### src/design/bebd_pkg.sv
// Shared types, constants and helpers for the band energy beat detector.
// Depends on nothing; every other design file imports it.
package bebd_pkg;

  localparam int BANDS       = 8;
  localparam int HIST_DEPTH  = 64;
  localparam int BAND_W      = 3;
  localparam int SAMPLE_W    = 16;
  localparam int SQ_W        = 2 * SAMPLE_W;
  localparam int ENERGY_W    = 43;
  localparam int POS_W       = $clog2(HIST_DEPTH);
  localparam int LEN_W       = 7;
  localparam int TOTAL_W     = ENERGY_W + POS_W;
  localparam int SENS_W      = 12;
  localparam int FRAC_W      = 8;
  localparam int LHS_W       = ENERGY_W + LEN_W;
  localparam int CMP_W       = SENS_W + TOTAL_W;
  localparam int RING_AW     = BAND_W + POS_W;
  localparam int RING_ENTRIES = 1 << RING_AW;

  localparam int CFG_IDX_W   = 8;
  localparam int CFG_DATA_W  = 12;
  localparam int IN_TDATA_W  = 2 * SAMPLE_W;
  localparam int OUT_TDATA_W = ((ENERGY_W + 7) / 8) * 8;
  localparam int OUT_TUSER_W = BAND_W + 1;

  localparam int FIFO_DEPTH  = 8;
  localparam int FIFO_AW     = $clog2(FIFO_DEPTH);
  localparam int FIFO_CW     = FIFO_AW + 1;

  localparam logic [ENERGY_W-1:0] ENERGY_MAX = '1;
  localparam logic [SENS_W-1:0]   SENS_RESET = 12'd333;
  localparam logic [LEN_W-1:0]    LEN_RESET  = 7'd43;

  typedef enum logic [CFG_IDX_W-1:0] {
    REG_SENSITIVITY    = 8'd0,
    REG_HISTORY_LENGTH = 8'd1
  } cfg_reg_t;

  // Per-band state record kept in the band memory
  typedef struct packed {
    logic [ENERGY_W-1:0] acc;
    logic [TOTAL_W-1:0]  total;
    logic [POS_W-1:0]    pos;
    logic                full;
  } band_rec_t;

  typedef struct packed {
    logic [BAND_W-1:0]   band;
    logic                beat;
    logic [ENERGY_W-1:0] energy;
  } result_t;

  function automatic logic [SQ_W-1:0] square_mag(input logic [SAMPLE_W-1:0] s);
    logic [SAMPLE_W-1:0] mag;
    mag = s[SAMPLE_W-1] ? (~s + 1'b1) : s;
    return SQ_W'(mag) * SQ_W'(mag);
  endfunction

  function automatic logic [LEN_W-1:0] eff_len(input logic [LEN_W-1:0] v);
    logic [LEN_W-1:0] n;
    n = v;
    if (n == '0) n = LEN_W'(1);
    if (n > LEN_W'(HIST_DEPTH)) n = LEN_W'(HIST_DEPTH);
    return n;
  endfunction

endpackage

### src/design/bebd_result_fifo.sv
// Result queue that parts the pipeline from the output channel.
// Depends on bebd_pkg.
module bebd_result_fifo import bebd_pkg::*; (
  input  logic               clk,
  input  logic               rst_n,
  input  logic               push,
  input  result_t            push_data,
  output logic               out_valid,
  input  logic               out_ready,
  output result_t            out_data,
  output logic [FIFO_CW-1:0] count
);

  result_t            mem_r [FIFO_DEPTH];
  logic [FIFO_AW-1:0] head_r, head_nxt;
  logic [FIFO_AW-1:0] tail_r, tail_nxt;
  logic [FIFO_CW-1:0] cnt_r, cnt_nxt;
  logic               pop;

  assign out_valid = (cnt_r != '0);
  assign out_data  = mem_r[head_r];
  assign count     = cnt_r;
  assign pop       = out_valid && out_ready;

  always_comb begin
    head_nxt = pop  ? head_r + 1'b1 : head_r;
    tail_nxt = push ? tail_r + 1'b1 : tail_r;
    cnt_nxt  = cnt_r + FIFO_CW'(push) - FIFO_CW'(pop);
  end

  always_ff @(posedge clk) begin
    if (push) begin
      mem_r[tail_r] <= push_data;
    end
  end

  always_ff @(posedge clk) begin
    if (!rst_n) begin
      head_r <= '0;
      tail_r <= '0;
      cnt_r  <= '0;
    end else begin
      head_r <= head_nxt;
      tail_r <= tail_nxt;
      cnt_r  <= cnt_nxt;
    end
  end

  a_no_overflow: assert property (@(posedge clk) disable iff (!rst_n)
    push |-> (cnt_r != FIFO_CW'(FIFO_DEPTH)))
    else $error("result queue pushed while full");

endmodule

### config.mk
export PLATFORM = sky130hd
export DESIGN_NAME = bebd_result_fifo
export DESIGN_NICKNAME = d
export VERILOG_FILES = /design/src/design/bebd_pkg.sv /design/src/design/bebd_result_fifo.sv
export SDC_FILE = /design/constraint.sdc
export NUM_CORES = 1
export LEC_CHECK = 0
export BUFFER_PORTS_ARGS = -buffer_cell sky130_fd_sc_hd__buf_4
export CORE_ASPECT_RATIO = 0.7
export CORE_MARGIN = 4
export CORE_UTILIZATION = 34
export DETAILED_ROUTE_END_ITERATION = 10
export PLACE_DENSITY = 0.57
export SYNTH_ARGS = -nofsm -noshare
export SYNTH_HDL_FRONTEND = slang
export SYNTH_SLANG_ARGS = --single-unit
### constraint.sdc
create_clock -name clk -period 7.2 [get_ports clk]
set_input_delay 0.72 -clock clk [delete_from_list [all_inputs] [get_ports clk]]
set_output_delay 0.72 -clock clk [all_outputs]
set_load 0.1 [all_outputs]
==> results.py, run 1 <==
metrics = {
    "worst_hold_path": {
        "worstHoldEndpoint": "mem_r[6][16]",
        "min_from": "push_data[16]",
        "hold_depth": 1,
        "hold_path.class": "in2reg",
    },
    "worst_setup_path": {
        "crit_path_end_kind": "output port",
        "cp.required_ns": 6.48,
        "cpLargestDelayFamily": "buffers and inverters",
        "timing.rr.start": "tail_r[1]",
        "start_kind": "register",
        "regToRegSetupSlack_ns": 4.90,
        "max_stage_delay_ns": 0.76,
        "cp_slowest_cell": "buf_4",
        "worst_r2r_path_depth": 3,
        "path_buf_inv": 2,
        "path_cells": "buf_4 > mux4_2 > mux2_2 > buf_4",
        "cpMostUsedCell": "buf_4",
        "critical_path_class": "reg2out",
        "cp.arrival_ns": 3.18,
        "r2r-end": "mem_r[6][10]",
        "crit_fanout": 38,
    },
    "placement": {
        "dpl_worst_slack_ns": 3.738,
        "dp_hpwl_um": 15590,
        "gp_congestion": 0.6593,
        "port_buffers": 102,
    },
    "timing": {
        "slew_headroom_pct": 33.30,
        "finalWorstSetupSlack_ns": 3.298,
        "rsz0062_at_grt": "false",
        "max_freq_mhz": 256.3,
        "maxSlewViolCount": 0,
        "skew_ns": 0.02642,
        "period_minus_slack_ns": 3.902,
        "worstMarginPinSlew_ns": 1.001,
        "period_share_pct": 54.19,
        "setup_viol": 0,
        "hold_viol": 0,
        "tns_ns": 0,
    },
    "layout": {
        "n_fill_cell": 3734,
        "nets": 802,
        "drive_gt1_share_pct": 41.79,
        "layout_common_cells": "edfxtp_1 (376), buf_4 (116), mux4_2 (94)",
        "final_common_cell": "edfxtp_1",
        "syn2layout_area_growth_pct": 18.66,
    },
    "logic_synthesis": {
        "synthTopCellsByArea": "edfxtp_1 (76%), mux4_2 (14%), mux2_2 (3.6%)",
        "synth_fp_nets": 673,
        "yosys.area.top_type": "edfxtp_1",
        "avgSynthCellArea_um2": 24.01,
        "ys_types": 25,
        "ys_ff_latch": 389,
        "syn_area_um2": 14770,
        "synth_top_area_share_pct": 76.46,
        "yosys_warnings": 0,
        "ys_seq_area_share_pct": 78.22,
        "synth_cells": 615,
    },
    "drt": {
        "vias": 6450,
        "routed_wirelength_um": 29480,
        "firstDrtPassIters": 4,
        "vias_per_cell": 4.746,
        "final_antenna_net_count": 0,
        "wl_per_cell_um": 21.69,
        "post-route-drc-count": 0,
        "dr.first_iter.drc_count": 469,
    },
    "status": {
        "status": "finished clean",
    },
    "clocking": {
        "cts_tree": "yes",
        "clockBufferDepth": 3,
        "h-tree-depth": 2,
        "post_cts_resized": 0,
        "cts_root_buf": "clkbuf_16",
        "path_clk_slew_ns": 0.06,
        "post_cts_buffers": 0,
        "cts_made_buffers": 38,
        "hold_buffers": 0,
        "clk_latency_ns": 0.55,
        "cts_sinks": 389,
    },
    "global_route": {
        "grt_use_total_pct": 12.70,
        "grt_max_degree": 68,
        "grt_pass1_vias": 7039,
        "grt_pass1_wl_um": 44890,
        "antenna_found_initial": 1,
        "overflow": 0,
    },
    "run": {
        "cap_violations": 0,
    },
    "power": {
        "seqPwrFrac_pct": 42.3,
        "max-vdd-ir-drop_mv": 0.1781,
        "p_int_mw": 4.171,
        "clkPwrFrac_pct": 32.4,
        "p_per_area_nw_per_um2": 351.4,
        "p_leak_nw": 5.568,
        "p_comb_share_pct": 25.3,
        "swShare_pct": 32.25,
        "p_sw_mw": 1.986,
    },
    "floorplan": {
        "coreArea_um2": 42640,
        "die_h_um": 182.4,
        "die_area_um2": 46890,
        "num_rows": 63,
        "io_pins": 103,
        "start_util_pct": 34.63,
        "fp.dieW_um": 257.1,
    },
}
-- worst reg2reg max path, delay by kind of cell, from the launching register on --
kind	cells	cell delay, ns
flip-flops	1	0.48
buffers and inverters	1	0.62
AND/OR/NAND/NOR	2	0.81
-- power groups by stage --
stage / combinational, mW / clock [mW] / sequential, mW
final: 1.56 / 2.00 / 2.60
after global routing: 1.63 / 2.16 / 2.61
after CTS: 1.59 / 2.06 / 2.60
after detailed placement: 1.58 / 0 / 2.65
after global placement: 1.58 / 0 / 2.65
after floorplan: 1.21 / 0 / 2.69
-- metal layers --
layer | GRT usage (%) | vias to the layer above | wire [µm]
met5 | 0 | - | 20
met1 | 17.65 | 3398 | 13140
li1 | - | 2860 | -
met2 | 20.68 | 147 | 14210
met4 | 2.682 | 2 | 492
met3 | 2.996 | 43 | 1622
-- cell families (layout without fill, tap and decap cells) --
family	after synthesis	count (layout)	synth area share [%]
adders and majority gates	7	7	0.6439
xor gates and xnor gates	3	3	0.1780
buffers and inverters	31	189	1.229
DFF	389	389	78.22
AOI/OAI and AO/OA	2	2	0.08471
other	0	1	0
muxes	150	150	18.53
and+or+nand+nor	33	33	1.118
-- how the worst max path moves through the flow --
stage                         from           end  slack (ns)  cells after the start
after floorplan               push   mem_r[0][0]        2.66                      2
after global placement    register   out_data[1]        3.75                      4
after detailed placement  register  out_data[37]        3.74                      4
after CTS                 register  out_data[37]        3.15                      4
after global routing      register   out_data[1]        3.00                      4
final                     register  out_data[42]        3.30                      4
-- cell type report --
type | count | area, µm² | area share (%)
Tap cell | 585 | 732.0 | 4.177
Clock inverter | 23 | 271.5 | 1.549
Timing Repair Buffer | 116 | 870.8 | 4.970
Sequential cell | 389 | 11560 | 65.97
Multi-Input combinational cell | 195 | 3090 | 17.64
Inverter | 4 | 15.01 | 0.08568
Clock buffer | 46 | 980.9 | 5.598
Antenna cell | 1 | 2.502 | 0.01428
-- stage by stage --
step                cells  power (mW)  util (%)  hold WS (ns)  cell area, µm²
CTS                  1358       6.244     41.09        0.3715           17520
global placement     1289       4.226     38.15        0.4642           16270
floorplan             615       3.900         -        0.4555           14770
detailed placement   1289       4.232     38.15        0.4709           16270
finish               1359       6.157     41.09        0.3993           17520
global route         1358       6.406     41.09        0.3775           17520
-- sequential cells by signal (all words and copies together), names as in the netlist, named ones only --
register / cells
tail_r: 3
head_r: 3
mem_r: 376
count: 4
-- synthesized netlist by cell type --
master / number
edfxtp_1: 376
mux4_2: 94
mux2_2: 47
dfxtp_1: 13
buf_2: 10
mux2i_1: 9
nand2_1: 9
buf_6: 7
clkbuf_1: 7
nor2_1: 7
ha_1: 6
nand2b_1: 6
and2_1: 4
inv_1: 4
buf_1: 3
nor2b_1: 2
nor3_1: 2
xnor2_1: 2
a21o_1: 1
a21oi_1: 1
fa_1: 1
nand3_1: 1
or2_2: 1
or3b_2: 1
xor2_1: 1
(Power assumes the default switching activity.)
==> inputs of run 2 (changes only) <==
- ABC_AREA: unset -> 1
- clock period: 7.2 -> 3.9 ns (I/O delays scaled with it)
==> run 2 against run 1 <==
Effect of this change:
- total power rose by 110%
- die area rose by 15%
- global-route usage rose by 1.6 points
- first-iteration DRC count rose by 33%
- cell count rose by 84%
- area after synthesis rose by 15%
- cell area rose by 12%
- sequential power rose by 83%
- worst setup slack got worse by 2.3 ns
- critical path type unchanged
- critical endpoint is now out_data[7]
- largest power group unchanged
==> results.py, run 2 <==
metrics = {
    "drt": {
        "post-route-drc-count": 0,
        "final_antenna_net_count": 0,
        "vias": 10917,
        "dr.first_iter.drc_count": 624,
        "routed_wirelength_um": 38750,
        "firstDrtPassIters": 4,
        "wl_per_cell_um": 15.47,
        "vias_per_cell": 4.358,
    },
    "logic_synthesis": {
        "ys_ff_latch": 389,
        "synth_top_area_share_pct": 66.36,
        "synth_edf_count": 376,
        "synthTopCellsByArea": "edfxtp_1 (66%), nand2_1 (14%), inv_1 (8.6%)",
        "yosys_warnings": 0,
        "async_flop_share_pct": 0,
        "yosys.area.top_type": "edfxtp_1",
        "synth_cells": 1714,
        "synth_flop_cell": "edfxtp_1",
        "syn_area_um2": 17020,
        "synth_most_common_cell": "nand2_1",
        "avgSynthCellArea_um2": 9.927,
        "synth_commonest_cells": "nand2_1 (626), inv_1 (391), edfxtp_1 (376)",
        "ys_seq_area_share_pct": 67.89,
        "ys_types": 20,
        "synth_fp_nets": 1772,
    },
    "floorplan": {
        "die_area_um2": 53740,
        "coreArea_um2": 49350,
        "num_rows": 68,
        "fp.dieW_um": 275.4,
        "io_pins": 103,
        "die_h_um": 195.2,
        "start_util_pct": 34.48,
    },
    "clocking": {
        "post_cts_buffers": 0,
        "clk_latency_ns": 0.54,
        "clockBufferDepth": 3,
        "cts_made_buffers": 41,
        "cts_root_buf": "clkbuf_16",
        "h-tree-depth": 2,
        "cts_sinks": 389,
        "post_cts_resized": 0,
        "hold_buffers": 0,
        "cts_tree": "yes",
        "path_clk_slew_ns": 0.06,
    },
    "layout": {
        "layout_common_cells": "nand2_1 (626), inv_1 (391), edfxtp_1 (376)",
        "drive_gt1_share_pct": 10.55,
        "stdcell_area_um2": 19710,
        "final_common_cell": "nand2_1",
        "nets": 1868,
        "syn2layout_area_growth_pct": 15.83,
        "largest_reg_flops": 376,
        "regMostFlops": "mem_r",
    },
    "placement": {
        "gp_congestion": 0.7038,
        "dp_hpwl_um": 20980,
        "placed_area_um2": 18510,
        "dpl_worst_slack_ns": 1.448,
        "port_buffers": 102,
    },
    "global_route": {
        "grt_use_total_pct": 14.33,
        "grt_pass1_vias": 10469,
        "grt_pass1_wl_um": 60300,
        "antenna_found_initial": 2,
        "grt_max_degree": 189,
        "overflow": 0,
    },
    "worst_hold_path": {
        "worstHoldEndpoint": "mem_r[3][21]",
        "hold_depth": 1,
        "hold_path.class": "in2reg",
        "min_from": "push_data[21]",
    },
    "timing": {
        "rsz0062_at_grt": "false",
        "maxSlewViolCount": 0,
        "setup_viol": 0,
        "period_minus_slack_ns": 2.951,
        "skew_ns": 0.01336,
        "period_share_pct": 75.68,
        "slew_headroom_pct": 40.00,
        "worstMarginPinSlew_ns": 0.8978,
        "hold_viol": 0,
        "finalWorstSetupSlack_ns": 0.9486,
        "max_freq_mhz": 338.8,
        "worst_hold_slack_ns": 0.07949,
        "tns_ns": 0,
    },
    "worst_setup_path": {
        "timing.rr.start": "tail_r[0]",
        "crit_fanout": 70,
        "start_kind": "register",
        "worst_r2r_path_depth": 3,
        "cp.required_ns": 3.51,
        "critical_path_class": "reg2out",
        "regToRegSetupSlack_ns": 1.75,
        "cp.arrival_ns": 2.56,
        "crit_path_end_kind": "output port",
        "r2r-end": "mem_r[1][8]",
    },
    "run": {
        "cap_violations": 0,
    },
    "power": {
        "max-vdd-ir-drop_mv": 0.5489,
        "p_per_area_nw_per_um2": 649.8,
        "p_leak_nw": 8.930,
    },
    "status": {
        "status": "finished clean",
    },
}
-- run 2: cell types whose count changed in the layout (fill, tap and decap cells not counted), moves of 6 or more --
cell / change
inv_1: +387
mux2_2: -47
mux2i_1: -9
nand3_1: +193
buf_12: +6
a21oi_1: +7
mux4_2: -94
nand2b_1: -6
nor2_1: +8
nand2_1: +617
-- run 2: worst max path at each step --
stage | start | endpoint | slack (ns) | cells after the start
after floorplan | count[2] | count[2] | 0.48 | 10
after global placement | register | out_data[7] | 1.46 | 8
after detailed placement | register | out_data[7] | 1.45 | 8
after CTS | register | out_data[7] | 0.86 | 8
after global routing | register | out_data[11] | 0.75 | 8
final | register | out_data[7] | 0.95 | 8
-- run 2: kinds of logic after synthesis --
group / after synthesis / share of synthesized area, %
adders and majority gates: 7 / 0.5589
buffers and inverters: 467 / 11.24
DFF: 389 / 67.89
AOI/OAI and AO/OA: 12 / 0.3530
and+or+nand+nor: 839 / 19.96
-- run 2: report_power, final --
| group | switching, mW | internal, mW |
|---|---|---|
| registers | 0.0466 | 4.71 |
| clock network | 1.56 | 2.00 |
| logic | 3.53 | 0.961 |
-- run 2: routing by layer --
layer,vias to the layer above,global-route usage [%],routed length (µm)
met2,202,23.07,17470
met1,5153,19.96,18460
li1,5503,-,-
met3,57,3.108,2069
met5,-,0,13
met4,2,3.298,733
-- run 2: worst max-delay path: stages (launching register included) --
cell,delay (ns)
dfxtp_4,0.36
inv_4,0.56
buf_4,0.41
nand2_1,0.09
nand3_1,0.08
nand2_1,0.07
nand2_1,0.06
nand2_1,0.11
buf_4,0.25
-- run 2: cell type report --
type	instances	area [µm²]
Clock inverter	22	138.9
Antenna cell	1	2.502
Fill cell	4795	29640
Clock buffer	50	1060
Sequential cell	389	11560
Multi-Input combinational cell	858	3612
Timing Repair Buffer	126	1021
Inverter	394	1483
Tap cell	665	832.0
-- run 2: metrics by stage --
| step | power (mW) | instances | util (%) |
|---|---|---|---|
| after floorplan | 8.373 | 1714 | - |
| after global placement | 9.359 | 2432 | 37.51 |
| after global routing | 13.46 | 2505 | 39.94 |
| after CTS | 12.97 | 2504 | 39.93 |
| final | 12.81 | 2505 | 39.94 |
| after detailed placement | 9.386 | 2432 | 37.51 |
