==> config.mk <==
export PLATFORM = sky130hd
export DESIGN_NAME = bebd_band_ram
export DESIGN_NICKNAME = d
export VERILOG_FILES = /design/src/design/bebd_pkg.sv /design/src/design/bebd_band_ram.sv
export SDC_FILE = /design/constraint.sdc
export NUM_CORES = 1
export LEC_CHECK = 0
export ABC_AREA = 1
export BUFFER_PORTS_ARGS = -buffer_cell sky130_fd_sc_hd__buf_2
export CAP_MARGIN = 0
export CORE_ASPECT_RATIO = 0.7
export CORE_UTILIZATION = 46
export DETAILED_ROUTE_END_ITERATION = 8
export PLACE_DENSITY = 0.68
export SLEW_MARGIN = 20
export SYNTH_ARGS = -nofsm -noshare
export SYNTH_HDL_FRONTEND = slang
export SYNTH_SLANG_ARGS = --single-unit
==> constraint.sdc <==
create_clock -name clk -period 14.35 [get_ports clk]
set_clock_uncertainty 0.1 [all_clocks]
set_input_delay 2.1525 -clock clk [delete_from_list [all_inputs] [get_ports clk]]
set_output_delay 2.1525 -clock clk [all_outputs]
set_load 0.03 [all_outputs]
==> src/design/bebd_pkg.sv <==
// Shared types, constants and helpers for the band energy beat detector.
// Depends on nothing; every other design file imports it.
package bebd_pkg;

  localparam int BANDS       = 8;
  localparam int HIST_DEPTH  = 64;
  localparam int BAND_W      = 3;
  localparam int SAMPLE_W    = 16;
  localparam int SQ_W        = 2 * SAMPLE_W;
  localparam int ENERGY_W    = 43;
  localparam int POS_W       = $clog2(HIST_DEPTH);
  localparam int LEN_W       = 7;
  localparam int TOTAL_W     = ENERGY_W + POS_W;
  localparam int SENS_W      = 12;
  localparam int FRAC_W      = 8;
  localparam int LHS_W       = ENERGY_W + LEN_W;
  localparam int CMP_W       = SENS_W + TOTAL_W;
  localparam int RING_AW     = BAND_W + POS_W;
  localparam int RING_ENTRIES = 1 << RING_AW;

  localparam int CFG_IDX_W   = 8;
  localparam int CFG_DATA_W  = 12;
  localparam int IN_TDATA_W  = 2 * SAMPLE_W;
  localparam int OUT_TDATA_W = ((ENERGY_W + 7) / 8) * 8;
  localparam int OUT_TUSER_W = BAND_W + 1;

  localparam int FIFO_DEPTH  = 8;
  localparam int FIFO_AW     = $clog2(FIFO_DEPTH);
  localparam int FIFO_CW     = FIFO_AW + 1;

  localparam logic [ENERGY_W-1:0] ENERGY_MAX = '1;
  localparam logic [SENS_W-1:0]   SENS_RESET = 12'd333;
  localparam logic [LEN_W-1:0]    LEN_RESET  = 7'd43;

  typedef enum logic [CFG_IDX_W-1:0] {
    REG_SENSITIVITY    = 8'd0,
    REG_HISTORY_LENGTH = 8'd1
  } cfg_reg_t;

  // Per-band state record kept in the band memory
  typedef struct packed {
    logic [ENERGY_W-1:0] acc;
    logic [TOTAL_W-1:0]  total;
    logic [POS_W-1:0]    pos;
    logic                full;
  } band_rec_t;

  typedef struct packed {
    logic [BAND_W-1:0]   band;
    logic                beat;
    logic [ENERGY_W-1:0] energy;
  } result_t;

  function automatic logic [SQ_W-1:0] square_mag(input logic [SAMPLE_W-1:0] s);
    logic [SAMPLE_W-1:0] mag;
    mag = s[SAMPLE_W-1] ? (~s + 1'b1) : s;
    return SQ_W'(mag) * SQ_W'(mag);
  endfunction

  function automatic logic [LEN_W-1:0] eff_len(input logic [LEN_W-1:0] v);
    logic [LEN_W-1:0] n;
    n = v;
    if (n == '0) n = LEN_W'(1);
    if (n > LEN_W'(HIST_DEPTH)) n = LEN_W'(HIST_DEPTH);
    return n;
  endfunction

endpackage

==> src/design/bebd_band_ram.sv <==
// Per-band state memory with valid bits that stand for the reset value.
// Depends on bebd_pkg.
module bebd_band_ram import bebd_pkg::*; (
  input  logic              clk,
  input  logic              rst_n,
  input  logic [BAND_W-1:0] rd_band,
  output band_rec_t         rd_rec,
  input  logic              wr_en,
  input  logic [BAND_W-1:0] wr_band,
  input  band_rec_t         wr_rec,
  input  logic              hist_clr
);

  band_rec_t        mem [BANDS];
  band_rec_t        rd_data_r;
  logic [BANDS-1:0] acc_vld_r;
  logic [BANDS-1:0] hist_vld_r;
  logic             rd_acc_vld_r;
  logic             rd_hist_vld_r;

  always_ff @(posedge clk) begin
    if (wr_en) begin
      mem[wr_band] <= wr_rec;
    end
    rd_data_r <= mem[rd_band];
  end

  // Accumulator survives a history clear; ring bookkeeping does not
  always_ff @(posedge clk) begin
    if (!rst_n) begin
      acc_vld_r     <= '0;
      hist_vld_r    <= '0;
      rd_acc_vld_r  <= 1'b0;
      rd_hist_vld_r <= 1'b0;
    end else begin
      rd_acc_vld_r  <= acc_vld_r[rd_band];
      rd_hist_vld_r <= hist_vld_r[rd_band];
      if (wr_en) begin
        acc_vld_r[wr_band] <= 1'b1;
      end
      if (hist_clr) begin
        hist_vld_r <= '0;
      end else if (wr_en) begin
        hist_vld_r[wr_band] <= 1'b1;
      end
    end
  end

  always_comb begin
    rd_rec = rd_data_r;
    if (!rd_acc_vld_r) begin
      rd_rec.acc = '0;
    end
    if (!rd_hist_vld_r) begin
      rd_rec.total = '0;
      rd_rec.pos   = '0;
      rd_rec.full  = 1'b0;
    end
  end

endmodule

==> run summary, run 1 <==
R2r endpoint = rd_data_r[45]
Overall Global Routing Usage = 20.2%
Total length of routed wires = 78.7 mm
Crit-path max FO = 217
Hold crit path type = reg -> reg
Die footprint = 0.0772 mm^2
CTS tree = done
Routability Congestion = 0.744
Via Count = 21,600
IO Port Bufs = 207
Setup Crit Path Kind = in -> reg
Setup crit end kind = flip-flop
Initial core utilization = 46.6%
CTS sink cnt = 909
Vias in the first global route = 20,200
Final std cells w/o fill = 4,270
Die width = 332 um
Critical Path AT = 5.59 ns
Top cells by area, synth = edfxtp_1 (68%), nor2_1 (8.6%), dfxtp_1 (6.7%)
Max Buffers Root-to-Sink = 3
Setup WS post-layout = 9.17 ns
Hold EP = acc_vld_r[3]
Cts repair resizes = 0
Synth Instances = 3,055
Initial antenna violation count = 12
Routed length per instance = 18.4 um
Setup total negative slack = 0 ns
Post-synth top area share = 68.0%
Post-Synth Simple-Gate Area = 15.4%
Post-CTS setup buffers = 0
Pwr dens = 146 mW/mm^2
Status = finished, final reports clean
Main combinational cell family by area after synthesis = simple AND/OR/NAND/NOR gates
Largest net degree at the start of global routing = 218
Maximum vdd drop = 0.0898 mV
Yosys cell types = 18
Count of final setup violators = 0
Via-per-instance ratio = 5.06
Clock slew seen by the registers of the worst setup and hold paths = 0.06 ns
DRC Markers = 0
Worst slew pin tran = 1.02 ns
R2R depth = 6
Register bit total from synthesis = 909
Root Buffer = clkbuf_16
Post-synthesis xor/xnor area fraction = 0%
Post-Syn Nets = 3,164
Hold Crit Start = acc_vld_r[3]
Post-DP HPWL = 37.6 mm
Yosys warnings = 0
LEAKAGE = 15.5 nW
Worst slack, placed = 8.52 ns
First-pass GRT wire length = 119 mm
Worst hold path depth = 2
Final ANT Viol Nets = 0
Fin crit period = 5.18 ns
Die Y = 233 um
Placed Cells = 4,105
Fin nets = 3,314
Synthesized area = 0.0350 mm^2
Slew headroom = 31.8%
Worst skew pair latency = 0.64 ns
Largest area contributor in the netlist = edfxtp_1
Sequential-to-total area share from yosys stat = 74.7%
Filler cells = 6,337
Area Growth Syn to Fin = 13.4%
Cts hold-fix bufs = 0
Placement Rows = 84
Mux contribution to synthesized area = 0%
Post-Synth Adder-Cell Area = 0%
Area of the core = 0.0751 mm^2
Final Hold Viols = 0
Iteration-0 DRC count of the detailed router = 1,840
Syn Area/Cell = 11.5 um^2
R2R Path Start = mem[6][45]
Htree depth = 3
DRT Pass-1 Iters = 5
Global route total overflow = 0
Synth Area in Compound Gates = 5.89%
Required time of the critical path = 14.76 ns
Share of layout cells above drive strength 1 = 11.5%
Fmax = 0.193 GHz
Max-slew violations = 0
R2R setup slack = 13.27 ns
Fin crit share = 36.1%
Total CTS buffers = 86
I/O Pins = 208
Worst-path cell chain = buf_8 > clkinv_8 > buf_4 > buf_4 > o21ai_0 > nand2_1 > nand2_1 > nand2_1
Startpoint types = primary input
Delay of the slowest critical-path stage = 0.84 ns
Unrepaired setup endpoints after global routing = no
Worst path slowest cell = clkinv_8
Max Cap Viol = 0
Most frequent CP cell = nand2_1
## stage by stage
| stage | util [%] | total power [mW] | hold WS (ns) | area [um^2] |
|---|---|---|---|---|
| 6_report | 52.8 | 5.78 | 0.357 | 39700 |
| 5_1_grt | 52.8 | 5.97 | 0.373 | 39700 |
| 4_1_cts | 52.8 | 5.83 | 0.356 | 39600 |
| 3_5_place_dp | 48.7 | 3.42 | 0.346 | 36600 |
| 3_3_place_gp | 48.7 | 3.42 | 0.344 | 36600 |
| 2_1_floorplan | - | 3.30 | 0.335 | 35000 |
## cell families (layout without fill, tap and decap cells)
kind of cell    Yosys count  after routing
compound gates          412            412
buf+inv                 299            520
flops                   909            909
other cells               0              5
simple gates           1435           1435
## layout make-up
cell class | count | area [um^2] | area share (%)
diodes | 5 | 12.5 | 0.0315
multi-input cells | 1847 | 7470 | 18.8
repair buffers | 230 | 1250 | 3.16
well taps | 989 | 1240 | 3.12
inverters | 131 | 547 | 1.38
clock inverters | 49 | 678 | 1.71
flip-flops and latches | 909 | 26100 | 65.9
clock buffers | 110 | 2350 | 5.92
## worst max path at each step
stage	start	endpoint	slack, ns	cells past startpoint
floorplan	wr_band[0]	acc_vld_r[7]	7.27	4
global placement	rd_band[0]	rd_data_r[10]	8.61	8
detailed placement	rd_band[0]	rd_data_r[8]	8.52	8
CTS	rd_band[0]	rd_data_r[5]	9.19	8
global route	rd_band[0]	rd_data_r[8]	8.86	8
finish	rd_band[0]	rd_data_r[8]	9.17	8
## placed cells by master, fill, tap and decap left out, types with 2 or more instances in the layout
| master | instances |
|---|---|
| clkbuf_8 | 2 |
| buf_2 | 204 |
| clkinv_2 | 15 |
| nor2_1 | 800 |
| clkinv_8 | 2 |
| buf_4 | 22 |
| clkinv_1 | 10 |
| nand2_1 | 622 |
| o21ai_0 | 47 |
| inv_4 | 2 |
| edfxtp_1 | 792 |
| clkbuf_1 | 18 |
| nand3_1 | 11 |
| diode_2 | 5 |
| inv_6 | 8 |
| dfxtp_2 | 2 |
| o21ai_1 | 349 |
| bufinv_16 | 16 |
| a21oi_1 | 16 |
| clkinvlp_4 | 5 |
| inv_1 | 120 |
| dfxtp_1 | 115 |
| clkbuf_16 | 90 |
| buf_12 | 2 |
## cell usage after synthesis
master / n
nor2_1: 801
edfxtp_1: 792
nand2_1: 622
o21ai_1: 349
inv_1: 127
dfxtp_1: 117
buf_2: 97
o21ai_0: 47
buf_4: 31
clkbuf_1: 25
a21oi_1: 16
buf_1: 11
nand3_1: 11
buf_6: 4
inv_2: 2
clkinv_1: 1
inv_4: 1
or2_2: 1
## sequential cells by signal (all words and copies together), names as in the netlist
| register | count |
|---|---|
| acc_vld_r | 8 |
| mem | 792 |
| rd_hist_vld_r | 1 |
| hist_vld_r | 8 |
| rd_acc_vld_r | 1 |
| rd_data_r | 99 |
## metal layers
metal	GRT usage [%]	vias to the layer above	wire, um
li1	-	10500	-
met1	28.2	10300	35400
met2	32.1	639	36400
met3	3.89	130	5120
met4	6.34	14	1690
met5	0	-	87
## report_power, final
group / switching (mW) / total (mW) / internal [mW]
Combinational: 0.261 / 0.357 / 0.0966
Sequential: 0.0290 / 3.01 / 2.98
Clock: 0.963 / 2.41 / 1.45
## worst max-delay path, delay by kind of cell
family | cells | cell delay (ns)
AO/OA/AOI/OAI | 1 | 0.32
AND/OR/NAND/NOR | 3 | 0.20
buffers and inverters | 4 | 2.67
Note: power is estimated with default switching activity, not from simulation.
==> run 2: changes to the inputs <==
==> constraint.sdc (replaced) <==
create_clock -name clk -period 5.25 [get_ports clk]
set_clock_uncertainty 0.1 [all_clocks]
set_input_delay 0.7875 -clock clk [delete_from_list [all_inputs] [get_ports clk]]
set_output_delay 0.7875 -clock clk [all_outputs]
set_load 0.03 [all_outputs]
==> run 2 against run 1 <==
Effect of this change: largest cell class unchanged; sequential power grew to 2.7 times the previous value; critical path depth shrank 4; count of clock-buffer cells in the layout increased by 10; sequential share of layout area barely moved.
==> run summary, run 2 (same netlist as run 1, synthesis figures left out) <==
Status = finished, final reports clean
CTS tree = done
Largest net degree at the start of global routing = 210 (-3.7%)
Sw Pwr = 3.45 mW (+180%)
CTS sink cnt = 909 (unchanged)
Worst skew pair latency = 0.63 ns (about the same)
Total CTS buffers = 88 (+2.3%)
Die Y = 233 um (unchanged)
Die footprint = 0.0772 mm^2 (unchanged)
Worst slew pin tran = 1.26 ns (+0.232 ns)
Largest registers = mem x792, rd_data_r x99
Routability Congestion = 0.741 (-0.32%)
Max Cap Viol = 0 (unchanged)
Critical Path AT = 2.56 ns (-3.03 ns)
Iteration-0 DRC count of the detailed router = 1,930 (+4.9%)
Max-slew violations = 0 (unchanged)
Comb pwr share = 6.2% (about the same)
Cts repair resizes = 0 (unchanged)
First-pass GRT wire length = 121 mm (+1.5%)
I/O Pins = 208 (unchanged)
DRC Markers = 0 (unchanged)
Setup Crit Path Kind = reg -> out
Delay of the slowest critical-path stage = 0.87 ns (+0.03 ns)
Slew headroom = 16.3% (-15 points)
Overall Global Routing Usage = 20.4% (+0.19 points)
Count of final setup violators = 0 (unchanged)
IO Port Bufs = 207 (unchanged)
Total length of routed wires = 79.1 mm (+0.56%)
Vias in the first global route = 20,500 (+1.4%)
Final instance area = 0.0397 mm^2 (about the same)
Fmax = 0.290 GHz
Htree depth = 3 (unchanged)
Setup crit end kind = output pin
Final Hold Viols = 0 (unchanged)
Largest reg by FF count = mem
Setup total negative slack = 0 ns (unchanged)
Int Power = 12.1 mW (+170%)
Max Buffers Root-to-Sink = 3 (unchanged)
Sequential Power Share = 52.9% (+0.8 points)
Max FFs per register = 792 (unchanged)
Worst-path cell chain = buf_4 > nand2_1 > inv_1 > buf_2
Placement Rows = 84 (unchanged)
Share of layout cells above drive strength 1 = 11.4% (-0.035 points)
Required time of the critical path = 4.36 ns (-10.40 ns)
Die width = 332 um (unchanged)
Worst path slowest cell = dfxtp_2
Tot Pwr = 15.6 mW (+170%)
Clock slew seen by the registers of the worst setup and hold paths = 0.06 ns (about the same)
Startpoint types = flip-flop
Final ANT Viol Nets = 0 (unchanged)
Post-Place Cell Area = 0.0367 mm^2 (+0.33%)
Crit-path max FO = 33 (-85%)
Initial antenna violation count = 15 (+3)
Routed length per instance = 18.5 um (+0.27%)
Fin crit period = 3.45 ns
Fin crit share = 65.8%
Cts hold-fix bufs = 0 (unchanged)
LEAKAGE = 15.5 nW (about the same)
Fin nets = 3,321 (+0.21%)
Hold crit path type = in -> reg
Area Growth Syn to Fin = 13.4% (about the same)
Initial core utilization = 46.6% (unchanged)
CP delay by family, top = flip-flops
WP buf/inv = 3 (-1)
Via-per-instance ratio = 5.03 (-0.52%)
Maximum vdd drop = 0.267 mV (+200%)
Post-CTS setup buffers = 0 (unchanged)
Switching share of power = 22.1% (+0.44 points)
Post-DP HPWL = 38.3 mm (+1.7%)
Root Buffer = clkbuf_16
Pwr dens = 393 mW/mm^2 (+170%)
Commonest non-fill, non-tap cells in the layout = nor2_1 (800), edfxtp_1 (792), nand2_1 (622), o21ai_1 (349), buf_2 (204)
DRT Pass-1 Iters = 5 (unchanged)
Unrepaired setup endpoints after global routing = no
Global route total overflow = 0 (unchanged)
Area of the core = 0.0751 mm^2 (unchanged)
Commonest non-fill, non-tap cell in the layout = nor2_1
Clock share of power = 40.9% (-0.8 points)
Via Count = 21,600 (-0.24%)
==> run 2: cell types whose count changed in the layout (fill, tap and decap cells not counted), sizes merged <==
cell	change
clkbuf	+10
bufinv	-7
buf	+5
clkinv	+5
clkinvlp	-4
diode	+2
inv	+1
==> run 2: area by class of cell <==
cell class / count / area [um^2]
Inverter: 131 / 547
Clock inverter: 44 / 448
Fill cell: 6361 / 35500
Sequential cell: 909 / 26100
Antenna cell: 7 / 17.5
Multi-Input combinational cell: 1847 / 7470
Tap cell: 989 / 1240
Clock buffer: 120 / 2460
Timing Repair Buffer: 235 / 1350
==> run 2: worst reg2reg max path, cell delays in order, from the launching register on <==
cell and delay (ns):
edfxtp_1 0.35, nor2_1 0.09, nor2_1 0.06, o21ai_1 0.11, nand2_1 0.08, nand2_1 0.06, nand2_1 0.14
==> run 2: per-stage QoR <==
step                worst slack (ns)  hold slack [ns]  instances  util, %
floorplan                       1.27            0.335       3055        -
global placement                2.19            0.346       4111     48.9
detailed placement              2.15            0.350       4111     48.9
CTS                             1.72            0.266       4275     52.8
global route                    1.66            0.290       4278     52.8
finish                          1.80            0.317       4282     52.8
==> run 2: layer usage <==
layer  wire [um]  GRT usage [%]  vias to the layer above
met3        4370           3.43                      133
met4        1570           6.12                       16
met2       36800           32.8                      510
li1            -              -                    10500
met1       36300           28.7                    10300
met5          97              0                        -
==> run 2: worst paths after layout <==
path,slack [ns],to,cells after the start,from
max,1.80,rd_rec[47],4,rd_hist_vld_r
min,0.32,mem[7][0],1,wr_rec[0]
max reg2reg,4.11,rd_data_r[94],6,mem[4][94]
min reg2reg,0.36,hist_vld_r[4],2,hist_vld_r[4]
==> run 2: power groups by stage <==
stage | Combinational (mW) | Sequential, mW | Clock (mW)
floorplan | 0.656 | 8.36 | 0
CTS | 0.983 | 8.24 | 6.47
global placement | 0.965 | 8.39 | 0
detailed placement | 0.978 | 8.40 | 0
finish | 0.974 | 8.24 | 6.37
global route | 1.09 | 8.26 | 6.74
==> run 3: changes to the inputs <==
--- a/config.mk
+++ b/config.mk
@@ -11,7 +11,7 @@
 export CORE_ASPECT_RATIO = 0.7
 export CORE_UTILIZATION = 46
 export DETAILED_ROUTE_END_ITERATION = 8
-export PLACE_DENSITY = 0.68
+export PLACE_DENSITY = 0.7
 export SLEW_MARGIN = 20
 export SYNTH_ARGS = -nofsm -noshare
 export SYNTH_HDL_FRONTEND = slang
==> constraint.sdc (replaced) <==
create_clock -name clk -period 2.9 [get_ports clk]
set_clock_uncertainty 0.1 [all_clocks]
set_input_delay 0.435 -clock clk [delete_from_list [all_inputs] [get_ports clk]]
set_output_delay 0.435 -clock clk [all_outputs]
set_load 0.03 [all_outputs]
==> run 3 against run 2 <==
Effect of this change: sequential power rose by 81%; non-clock buffer count rose by 117; clock power rose by 68%; worst hold slack got worse by 0.30 ns; critical path type unchanged; total power rose by 77%.
==> run summary, run 3 (same netlist as run 1, synthesis figures left out) <==
Seq. cell area = 0.0261 mm^2 (unchanged)
Critical path origin = rd_acc_vld_r
LEAKAGE = 16.0 nW (+2.8%)
Clock share of power = 38.8% (-2.1 points)
Max FFs per register = 792 (unchanged)
Die Y = 233 um (unchanged)
First-pass GRT wire length = 119 mm (-1.9%)
Tot Pwr = 27.5 mW (+77%)
Iteration-0 DRC count of the detailed router = 1,624 (-16%)
Sequential Power Share = 54.1% (+1.2 points)
Worst skew pair latency = 0.63 ns (about the same)
Maximum vdd drop = 0.430 mV (+61%)
R2R Path Start = mem[4][87]
Root Buffer = clkbuf_16
R2R depth = 6 (unchanged)
Crit-path max FO = 43 (+30%)
Slew headroom = 49.6% (+33 points)
Sw Pwr = 6.13 mW (+78%)
Routability Congestion = 0.761 (+2.6%)
Largest registers = mem x792, rd_data_r x99
Via-per-instance ratio = 5.00 (-0.76%)
Fin nets = 3,435 (+3.4%)
Fmax = 0.417 GHz
Hold EP = mem[1][59]
Status = finished, final reports clean
Area Growth Syn to Fin = 16.7%
Largest reg by FF count = mem
R2r endpoint = rd_data_r[87]
Pwr dens = 674 mW/mm^2 (+72%)
Final ANT Viol Nets = 0 (unchanged)
Htree depth = 3 (unchanged)
Via Count = 21,900 (+1.7%)
DRC Markers = 0 (unchanged)
Max Cap Viol = 0 (unchanged)
Required time of the critical path = 2.37 ns (-1.99 ns)
Global route total overflow = 0 (unchanged)
Worst hold path depth = 1 (unchanged)
Total CTS buffers = 85 (-3.4%)
Final Hold Viols = 0 (unchanged)
Max-slew violations = 0 (unchanged)
Cts hold-fix bufs = 95 (+95)
Startpoint types = flip-flop
Min Hold Slack = 0.0192 ns (-0.298 ns)
Setup Crit Path Kind = reg -> out
Setup total negative slack = 0 ns (unchanged)
Initial core utilization = 46.6% (unchanged)
Commonest non-fill, non-tap cells in the layout = nor2_1 (800), edfxtp_1 (792), nand2_1 (622), o21ai_1 (349), buf_2 (204)
Die width = 332 um (unchanged)
Post-CTS setup buffers = 0 (unchanged)
Die footprint = 0.0772 mm^2 (unchanged)
Cts repair resizes = 0 (unchanged)
CTS sink cnt = 909 (unchanged)
Switching share of power = 22.3% (+0.13 points)
Hold crit path type = in -> reg
Int Power = 21.4 mW (+76%)
Overall Global Routing Usage = 20.0% (-0.44 points)
Area of the core = 0.0751 mm^2 (unchanged)
Final std cells w/o fill = 4,387 (+2.5%)
IO Port Bufs = 207 (unchanged)
Fin crit period = 2.40 ns
Hold Crit Start = wr_rec[59]
Placed Cells = 4,133 (+0.54%)
R2R setup slack = 1.77 ns (-2.34 ns)
Initial antenna violation count = 4 (-11)
Setup crit end kind = output pin
Worst slew pin tran = 0.755 ns (-0.500 ns)
Post-DP HPWL = 39.8 mm (+4.2%)
Fin crit share = 82.6%
Finished Core Util = 54.3% (+1.5 points)
CTS tree = done
Total length of routed wires = 77.4 mm (-2.1%)
DRT Pass-1 Iters = 5 (unchanged)
Critical Path AT = 1.86 ns (-0.70 ns)
Filler cells = 6,197 (-2.6%)
Multi-input logic area = 0.00747 mm^2 (unchanged)
Share of layout cells above drive strength 1 = 11.6% (+0.19 points)
Clock slew seen by the registers of the worst setup and hold paths = 0.06 ns (about the same)
Placement Rows = 84 (unchanged)
Comb pwr share = 7.1% (+0.9 points)
Max Buffers Root-to-Sink = 3 (unchanged)
Count of final setup violators = 0 (unchanged)
I/O Pins = 208 (unchanged)
Vias in the first global route = 20,600 (+0.73%)
Largest net degree at the start of global routing = 128 (-39%)
Commonest non-fill, non-tap cell in the layout = nor2_1
Unrepaired setup endpoints after global routing = no
Routed length per instance = 17.7 um (-4.5%)
[run 3: worst max-delay path, cell delays in order, from the launching register on]
cell     delay [ns]
dfxtp_2        0.31
buf_4          0.44
nand2_1        0.12
inv_1          0.12
buf_2          0.20
[run 3: metal layers]
| layer | GRT usage (%) | wire length [um] | vias to the layer above |
|---|---|---|---|
| met2 | 31.7 | 35500 | 598 |
| met3 | 3.43 | 4390 | 130 |
| met4 | 5.64 | 1560 | 4 |
| li1 | - | - | 10700 |
| met1 | 28.5 | 36000 | 10400 |
| met5 | 0 | 27 | - |
[run 3: power by group through the flow]
stage | clock, mW | combinational, mW | sequential (mW)
after CTS | 10.9 | 1.96 | 14.9
after global routing | 11.3 | 2.17 | 14.9
final | 10.7 | 1.94 | 14.9
after detailed placement | 0 | 1.84 | 15.2
after floorplan | 0 | 1.19 | 15.1
after global placement | 0 | 1.81 | 15.2
[run 3: through the flow]
stage	setup WS, ns	cell area (um^2)
after global placement	0.474	37200
after global routing	0.327	40800
after detailed placement	0.483	37200
final	0.504	40800
after CTS	0.438	40800
after floorplan	0.199	35000
[run 3: final cells by class]
class	instances	area share, %
Tap cell	989	3.03
Multi-Input combinational cell	1847	18.3
Clock inverter	38	0.726
Clock buffer	119	5.85
Sequential cell	909	64.0
Antenna cell	2	0.0123
Inverter	131	1.32
Timing Repair Buffer	352	6.75
[run 3: worst max-delay path by stage]
| stage | end | slack [ns] | cells past startpoint |
|---|---|---|---|
| finish | rd_rec[67] | 0.50 | 4 |
| global route | rd_rec[85] | 0.33 | 4 |
| CTS | rd_rec[85] | 0.44 | 4 |
| detailed placement | mem[1][27] | 0.48 | 6 |
| global placement | mem[1][27] | 0.47 | 6 |
| floorplan | mem[3][0] | 0.20 | 4 |
